===== src/hw/rtl/rpl_pkg.sv =====
package rpl_pkg;

	localparam int TABLE_DEPTH = 16;

	localparam logic [1:0] MODE_INSERT = 2'd0;
	localparam logic [1:0] MODE_LOOKUP = 2'd1;
	localparam logic [1:0] MODE_CLEAR  = 2'd2;

	localparam logic [1:0] STATUS_OK   = 2'd0;
	localparam logic [1:0] STATUS_MISS = 2'd1;
	localparam logic [1:0] STATUS_FULL = 2'd2;

	typedef struct packed {
		logic [1:0]  mode;
		logic [31:0] route_net;
		logic [31:0] route_mask;
		logic [31:0] route_gateway;
		logic [7:0]  route_iface;
		logic [31:0] lookup_addr;
	} req_t;

	typedef struct packed {
		logic [1:0]  status;
		logic [31:0] hit_net;
		logic [31:0] hit_mask;
		logic [31:0] hit_gateway;
		logic [7:0]  hit_iface;
	} rsp_t;

	typedef struct packed {
		logic [31:0] net;
		logic [31:0] mask;
		logic [31:0] gateway;
		logic [7:0]  iface;
	} route_t;

	typedef enum logic [2:0] {
		ST_IDLE,
		ST_EXEC,
		ST_LOOK_RD,
		ST_LOOK_CHK,
		ST_INS_RD,
		ST_INS_CHK
	} state_t;

	// true when stored entry a stays ahead of new entry b
	function automatic logic keeps_place(route_t a, route_t b);
		logic r;
		if (a.net != b.net) begin
			r = (a.net > b.net);
		end else begin
			r = (a.mask >= b.mask);
		end
		return r;
	endfunction

endpackage


===== src/hw/rtl/ipv4_route_prefix_lookup.sv =====
// channel   ports               handshake
// request   req (req_t)         accepted at clk rise with start high and busy low
// result    rsp (rsp_t)         valid for the one cycle that done is high
//
// Lookup scans entries from 0 until a match, or misses once all routes have been read.
// Insert reads entries walking down from the end, shifting each up one place, until
// one keeps its place or the route lands at entry 0. Full table, clear, unused modes: no table access.
// done rises in the first cycle that busy is low; a new start is taken in that cycle.
// Each entry step is a table read, then a compare (and on insert a write) in the cycle after.
// Reset clears count and control; table contents are not cleared. done cannot be stalled.
module ipv4_route_prefix_lookup #(
	parameter int TABLE_DEPTH = rpl_pkg::TABLE_DEPTH
) (
	input  logic          clk,
	input  logic          arst_n,
	input  logic          start,
	input  rpl_pkg::req_t req,
	output logic          busy,
	output logic          done,
	output rpl_pkg::rsp_t rsp
);

	localparam int AW = (TABLE_DEPTH > 1) ? $clog2(TABLE_DEPTH) : 1;
	localparam int CW = $clog2(TABLE_DEPTH + 1);
	localparam logic [CW-1:0] DEPTH_C = CW'(TABLE_DEPTH);

	rpl_pkg::state_t state_q, state_d;
	rpl_pkg::req_t   cmd_q;
	logic [CW-1:0]   count_q, count_d;
	logic [AW-1:0]   idx_q, idx_d;
	logic [CW-1:0]   scan_q, scan_d;
	logic            done_q;
	rpl_pkg::rsp_t   rsp_q;

	logic            rd_en, wr_en;
	logic [AW-1:0]   rd_addr, wr_addr;
	rpl_pkg::route_t wr_data, rd_data, ent_new;
	logic            fin;
	rpl_pkg::rsp_t   fin_rsp;
	logic            hit, keep;

	assign ent_new.net     = cmd_q.route_net;
	assign ent_new.mask    = cmd_q.route_mask;
	assign ent_new.gateway = cmd_q.route_gateway;
	assign ent_new.iface   = cmd_q.route_iface;

	assign hit  = ((cmd_q.lookup_addr & rd_data.mask) == rd_data.net);
	assign keep = rpl_pkg::keeps_place(rd_data, ent_new);

	rpl_table_mem #(
		.DEPTH (TABLE_DEPTH),
		.AW    (AW)
	) u_table (
		.clk     (clk),
		.wr_en   (wr_en),
		.wr_addr (wr_addr),
		.wr_data (wr_data),
		.rd_en   (rd_en),
		.rd_addr (rd_addr),
		.rd_data (rd_data)
	);

	always_comb begin
		state_d = state_q;
		unique case (state_q)
			rpl_pkg::ST_IDLE: begin
				if (start) begin
					state_d = rpl_pkg::ST_EXEC;
				end
			end
			rpl_pkg::ST_EXEC: begin
				unique case (cmd_q.mode)
					rpl_pkg::MODE_INSERT: begin
						state_d = (count_q >= DEPTH_C) ? rpl_pkg::ST_IDLE
							: rpl_pkg::ST_INS_RD;
					end
					rpl_pkg::MODE_LOOKUP: state_d = rpl_pkg::ST_LOOK_RD;
					default:              state_d = rpl_pkg::ST_IDLE;
				endcase
			end
			rpl_pkg::ST_LOOK_RD: begin
				state_d = (scan_q >= count_q) ? rpl_pkg::ST_IDLE : rpl_pkg::ST_LOOK_CHK;
			end
			rpl_pkg::ST_LOOK_CHK: begin
				state_d = hit ? rpl_pkg::ST_IDLE : rpl_pkg::ST_LOOK_RD;
			end
			rpl_pkg::ST_INS_RD: begin
				state_d = (idx_q == '0) ? rpl_pkg::ST_IDLE : rpl_pkg::ST_INS_CHK;
			end
			rpl_pkg::ST_INS_CHK: begin
				state_d = keep ? rpl_pkg::ST_IDLE : rpl_pkg::ST_INS_RD;
			end
			default: state_d = rpl_pkg::ST_IDLE;
		endcase
	end

	always_comb begin
		rd_en   = 1'b0;
		rd_addr = idx_q - AW'(1);
		wr_en   = 1'b0;
		wr_addr = idx_q;
		wr_data = ent_new;
		fin     = 1'b0;
		fin_rsp = '0;
		count_d = count_q;
		idx_d   = idx_q;
		scan_d  = scan_q;
		unique case (state_q)
			rpl_pkg::ST_IDLE: begin
			end
			rpl_pkg::ST_EXEC: begin
				idx_d  = count_q[AW-1:0];
				scan_d = '0;
				unique case (cmd_q.mode)
					rpl_pkg::MODE_INSERT: begin
						if (count_q >= DEPTH_C) begin
							fin            = 1'b1;
							fin_rsp.status = rpl_pkg::STATUS_FULL;
						end
					end
					rpl_pkg::MODE_LOOKUP: begin
					end
					rpl_pkg::MODE_CLEAR: begin
						count_d = '0;
						fin     = 1'b1;
					end
					default: fin = 1'b1;
				endcase
			end
			rpl_pkg::ST_LOOK_RD: begin
				rd_addr = scan_q[AW-1:0];
				if (scan_q >= count_q) begin
					fin            = 1'b1;
					fin_rsp.status = rpl_pkg::STATUS_MISS;
				end else begin
					rd_en = 1'b1;
				end
			end
			rpl_pkg::ST_LOOK_CHK: begin
				if (hit) begin
					fin                 = 1'b1;
					fin_rsp.status      = rpl_pkg::STATUS_OK;
					fin_rsp.hit_net     = rd_data.net;
					fin_rsp.hit_mask    = rd_data.mask;
					fin_rsp.hit_gateway = rd_data.gateway;
					fin_rsp.hit_iface   = rd_data.iface;
				end else begin
					scan_d = scan_q + CW'(1);
				end
			end
			rpl_pkg::ST_INS_RD: begin
				if (idx_q == '0) begin
					wr_en   = 1'b1;
					fin     = 1'b1;
					count_d = count_q + CW'(1);
				end else begin
					rd_en = 1'b1;
				end
			end
			rpl_pkg::ST_INS_CHK: begin
				wr_en = 1'b1;
				if (keep) begin
					fin     = 1'b1;
					count_d = count_q + CW'(1);
				end else begin
					wr_data = rd_data;
					idx_d   = idx_q - AW'(1);
				end
			end
			default: begin
			end
		endcase
	end

	always_ff @(posedge clk or negedge arst_n) begin
		if (!arst_n) begin
			state_q <= rpl_pkg::ST_IDLE;
			count_q <= '0;
			done_q  <= 1'b0;
		end else begin
			state_q <= state_d;
			count_q <= count_d;
			done_q  <= fin;
		end
	end

	always_ff @(posedge clk) begin
		if (start && (state_q == rpl_pkg::ST_IDLE)) begin
			cmd_q <= req;
		end
		idx_q  <= idx_d;
		scan_q <= scan_d;
		if (fin) begin
			rsp_q <= fin_rsp;
		end
	end

	assign busy = (state_q != rpl_pkg::ST_IDLE);
	assign done = done_q;
	assign rsp  = rsp_q;

endmodule


===== src/hw/rtl/rpl_table_mem.sv =====
module rpl_table_mem #(
	parameter int DEPTH = rpl_pkg::TABLE_DEPTH,
	parameter int AW    = (DEPTH > 1) ? $clog2(DEPTH) : 1
) (
	input  logic            clk,
	input  logic            wr_en,
	input  logic [AW-1:0]   wr_addr,
	input  rpl_pkg::route_t wr_data,
	input  logic            rd_en,
	input  logic [AW-1:0]   rd_addr,
	output rpl_pkg::route_t rd_data
);

	rpl_pkg::route_t mem [DEPTH];

	always_ff @(posedge clk) begin
		if (wr_en) begin
			mem[wr_addr] <= wr_data;
		end
	end

	always_ff @(posedge clk) begin
		if (rd_en) begin
			rd_data <= mem[rd_addr];
		end
	end

endmodule


===== config.mk =====
export PLATFORM = sky130hd
export DESIGN_NAME = ipv4_route_prefix_lookup
export DESIGN_NICKNAME = d
export VERILOG_FILES = /design/src/hw/rtl/rpl_pkg.sv /design/src/hw/rtl/ipv4_route_prefix_lookup.sv /design/src/hw/rtl/rpl_table_mem.sv
export SDC_FILE = /design/constraint.sdc
export NUM_CORES = 2
export LEC_CHECK = 0
export ABC_AREA = 1
export BUFFER_PORTS_ARGS = -buffer_cell sky130_fd_sc_hd__clkbuf_2
export CORE_UTILIZATION = 50
export DETAILED_ROUTE_END_ITERATION = 6
export GPL_TIMING_DRIVEN = 1
export HOLD_SLACK_MARGIN = 0.08
export PLACE_DENSITY = 0.66
export SLEW_MARGIN = 20
export SYNTH_ARGS = -nofsm -noshare
export SYNTH_HDL_FRONTEND = slang
export SYNTH_HIERARCHICAL = 1
export SYNTH_SLANG_ARGS = --single-unit

===== constraint.sdc =====
create_clock -name clk -period 12.9 [get_ports clk]
set_input_delay 2.58 -clock clk [delete_from_list [all_inputs] [get_ports clk]]
set_output_delay 2.58 -clock clk [all_outputs]
set_load 0.01 [all_outputs]

==> impl_metrics.ini <==
[floorplan]
die_area_sq_um = 176000
io_pins = 249
fp.dieW_um = 419
start_util = 0.505
die_h_um = 419
coreArea_sq_um = 172000
fp-row-count = 152

[grt]
antenna_found_initial = 5
grt_use_met2 = 0.430
gr-max-usage-layer = met2
grt_pass1_wl_um = 345000
track_usage = 0.267
grt_pass1_vias = 54455
grt_overflow = 0
grt_use_met3 = 0.0408
grt_max_degree = 232
met1_usage = 0.358

[cts]
cts_hold_buf = 0
cts_buffer_depth = 3
cts-root-buf = clkbuf_16
clock_latency_ns = 0.87
clk_pin_slew_ns = 0.06
cts_tree = built
cts_setup_buffers = 0
cts_sinks = 2030
cts_buffers = 205
post_cts_resized = 0
htree_levels = 4

[synthesis]
synthMuxAreaShare = 0.000359
synthDistinctLibCells = 34
ys_seq_area_frac = 0.700
avgSynthCellArea_sq_um = 10.8
syn-num-nets = 8262
yosysWarnings = 6
async_reset_ff_frac = 0.00443
synth_fa_ha_area_frac = 0.0103
synth_edf_count = 2021
synth-seq-cells = 2030
synth_cells = 8049
synth_compound_area_frac = 0.0110
synth-xor-area-share = 0.00312
yosys.area_share.simple = 0.188
synth_top_family_by_area = simple AND/OR/NAND/NOR gates
synth_area_sq_um = 87100
synth_ff_type = edfxtp_1

[worst_hold_path]
holdPathEnd = count_q[4]$_DFFE_PN0P_
hp-start = count_q[4]$_DFFE_PN0P_
min_path_cells = 2
hold_path.class = flip-flop to flip-flop

[critical_path]
r2r_setup_slack_ns = 7.25
critPathCaptureType = flip-flop
rr_endpoint = u_table/rd_data[17]$_DFFE_PP_
crit_required_ns = 13.50
critPathLaunchType = flip-flop
cp_max_fo = 89
ff2ff_path_depth = 14
arrival_ns = 6.25
criticalPathCategory = flip-flop to flip-flop
r2r-start = state_q[2]$_DFFE_PN0P_

[layout]
nets = 8412
multi_input_area_sq_um = 18800
seqCellArea_sq_um = 60900
fillers = 14318
area_growth_pct = 11.1
design_area_sq_um = 96700
drive_above_1_share = 0.0830

[timing]
setup-violations-final = 0
timing.fmax_ghz = 0.177
fin_crit_ns = 5.65
finalHoldWorstSlack_ns = 0.499
fin_crit_sh = 0.438
hold_viol_final = 0
rsz0062_at_grt = no
fin_setup_tns_ns = 0
relSlewSlack = 0.162
slew_violations = 0
fin_skew_ns = 0.0446
worst-slew-pin-transition_ns = 1.26
fin_ws_ns = 7.25

[route]
drt_first_pass_iters = 7
vias = 56927
viasPerCell = 5.33
wl_per_cell_um = 21.9
wirelength_um = 234000
drtAntennaViolNets = 0
drc = 2
initialDrtViolationCount = 6860

[run_status]
violations = DRC
status = finished, violations left

[placement]
gp_congestion = 0.850
dpl-instance-area_sq_um = 90000
numPortBuffers = 248
place_ws_ns = 7.34
hpwl_um = 119000

[power_and_ir_drop]
cellPowerDensity_nw_per_um2 = 251
ir_worst_vdd_mv = 0.445
p_leak_nw = 41.0

[run]
drv_cap = 0
-- routing by layer --
layer | routed length [um] | vias to the layer above
met2 | 109000 | 2611
met3 | 19800 | 467
met4 | 11600 | 6
met5 | 26 | -
met1 | 94100 | 27338
li1 | - | 26505
-- metrics by stage --
stage                     power [mW]  utilization  instances
after global placement          18.3        0.522      10301
after CTS                       24.3        0.561      10685
final                           24.3        0.561      10688
after floorplan                 15.6            -       8049
after global routing            25.6        0.561      10686
after detailed placement        18.4        0.522      10301
-- worst max path at each step --
stage                      startpoint  depth (start not counted)                       endpoint  slack (ns)
3_5_place_dp   state_q[2]$_DFFE_PN0P_                         14  u_table/rd_data[34]$_DFFE_PP_        7.34
2_1_floorplan                   start                          2             cmd_q[0]$_DFFE_PP_        3.96
5_1_grt        state_q[2]$_DFFE_PN0P_                         14  u_table/rd_data[17]$_DFFE_PP_        6.88
3_3_place_gp   state_q[2]$_DFFE_PN0P_                         14  u_table/rd_data[17]$_DFFE_PP_        7.44
6_report       state_q[2]$_DFFE_PN0P_                         14  u_table/rd_data[17]$_DFFE_PP_        7.25
4_1_cts        state_q[2]$_DFFE_PN0P_                         14  u_table/rd_data[34]$_DFFE_PP_        7.34
-- logic make-up after synthesis --
logic type / Yosys count
DFF: 2030
adders and majority gates: 72
and+or+nand+nor: 3917
buffers and inverters: 1842
muxes: 3
xor gates and xnor gates: 31
AOI/OAI and AO/OA: 154
-- synth_stat cells (all sizes together), types with 2 or more instances --
master  instances  area share
a21o            5     0.00043
a21oi          30      0.0017
buf           292       0.021
clkbuf         87      0.0038
clkinv          2    0.000086
dfrtp           9      0.0026
edfxtp       2021        0.70
ha             72       0.010
inv          1461       0.063
mux2i           2     0.00023
nand2        2448        0.11
nand3        1272       0.073
nand3b          2     0.00017
nand4          15      0.0011
nor2          168      0.0073
nor3            9     0.00052
o21ai         117      0.0086
xnor2           2     0.00020
xor2           29      0.0029
-- critical path: stages (launching register included) --
cell and delay [ns]:
dfrtp_1 0.37, inv_1 0.11, nand2_1 0.08, nor2_1 0.72, nand2_1 0.21, o21ai_4 0.16
buf_4 0.72, buf_4 0.63, buf_4 0.83, buf_4 0.85, nand2_1 0.14, nand3_1 0.13
nand3_1 0.09, nand3_1 0.12, nand2_1 0.07
-- cells in the final DEF, fill, tap and decap left out, drive strengths merged, types with 2 or more instances in the layout --
cell      instances
diode             2
xor2             29
dfrtp             9
ha               72
nand3b            2
buf              74
inv            1465
o21ai           117
nand2          2448
clkinv          101
clkinvlp          6
nor2            168
nand3          1272
nand4            15
bufinv           19
edfxtp         2021
xnor2             2
clkbuf          504
a21oi            30
a21o              5
nor3              9
mux2i             2
-- flip-flops by register name (all words and copies together) (netlist names) --
register	count
done	1
scan_q	5
idx_q	4
u_table/rd_data	104
count_q	5
cmd_q	138
u_table/mem	1664
rsp	106
state_q	3
-- cell type report --
class	count	share of cell area
Tap cell	2310	0.0299
Multi-Input combinational cell	4177	0.194
Inverter	1463	0.0571
Clock buffer	256	0.0557
Sequential cell	2030	0.630
Antenna cell	2	0.0000517
Clock inverter	128	0.0132
Timing Repair Buffer	322	0.0206
-- power breakdown --
group | internal, mW | leakage, nW | total, mW | switching [mW]
logic | 2.53 | 19.3 | 9.51 | 6.98
clock network | 3.35 | 3.23 | 5.90 | 2.55
registers | 8.56 | 18.4 | 8.91 | 0.358
total | 14.4 | 41.0 | 24.3 | 9.89
No activity file was read; power rests on OpenSTA's default activity.
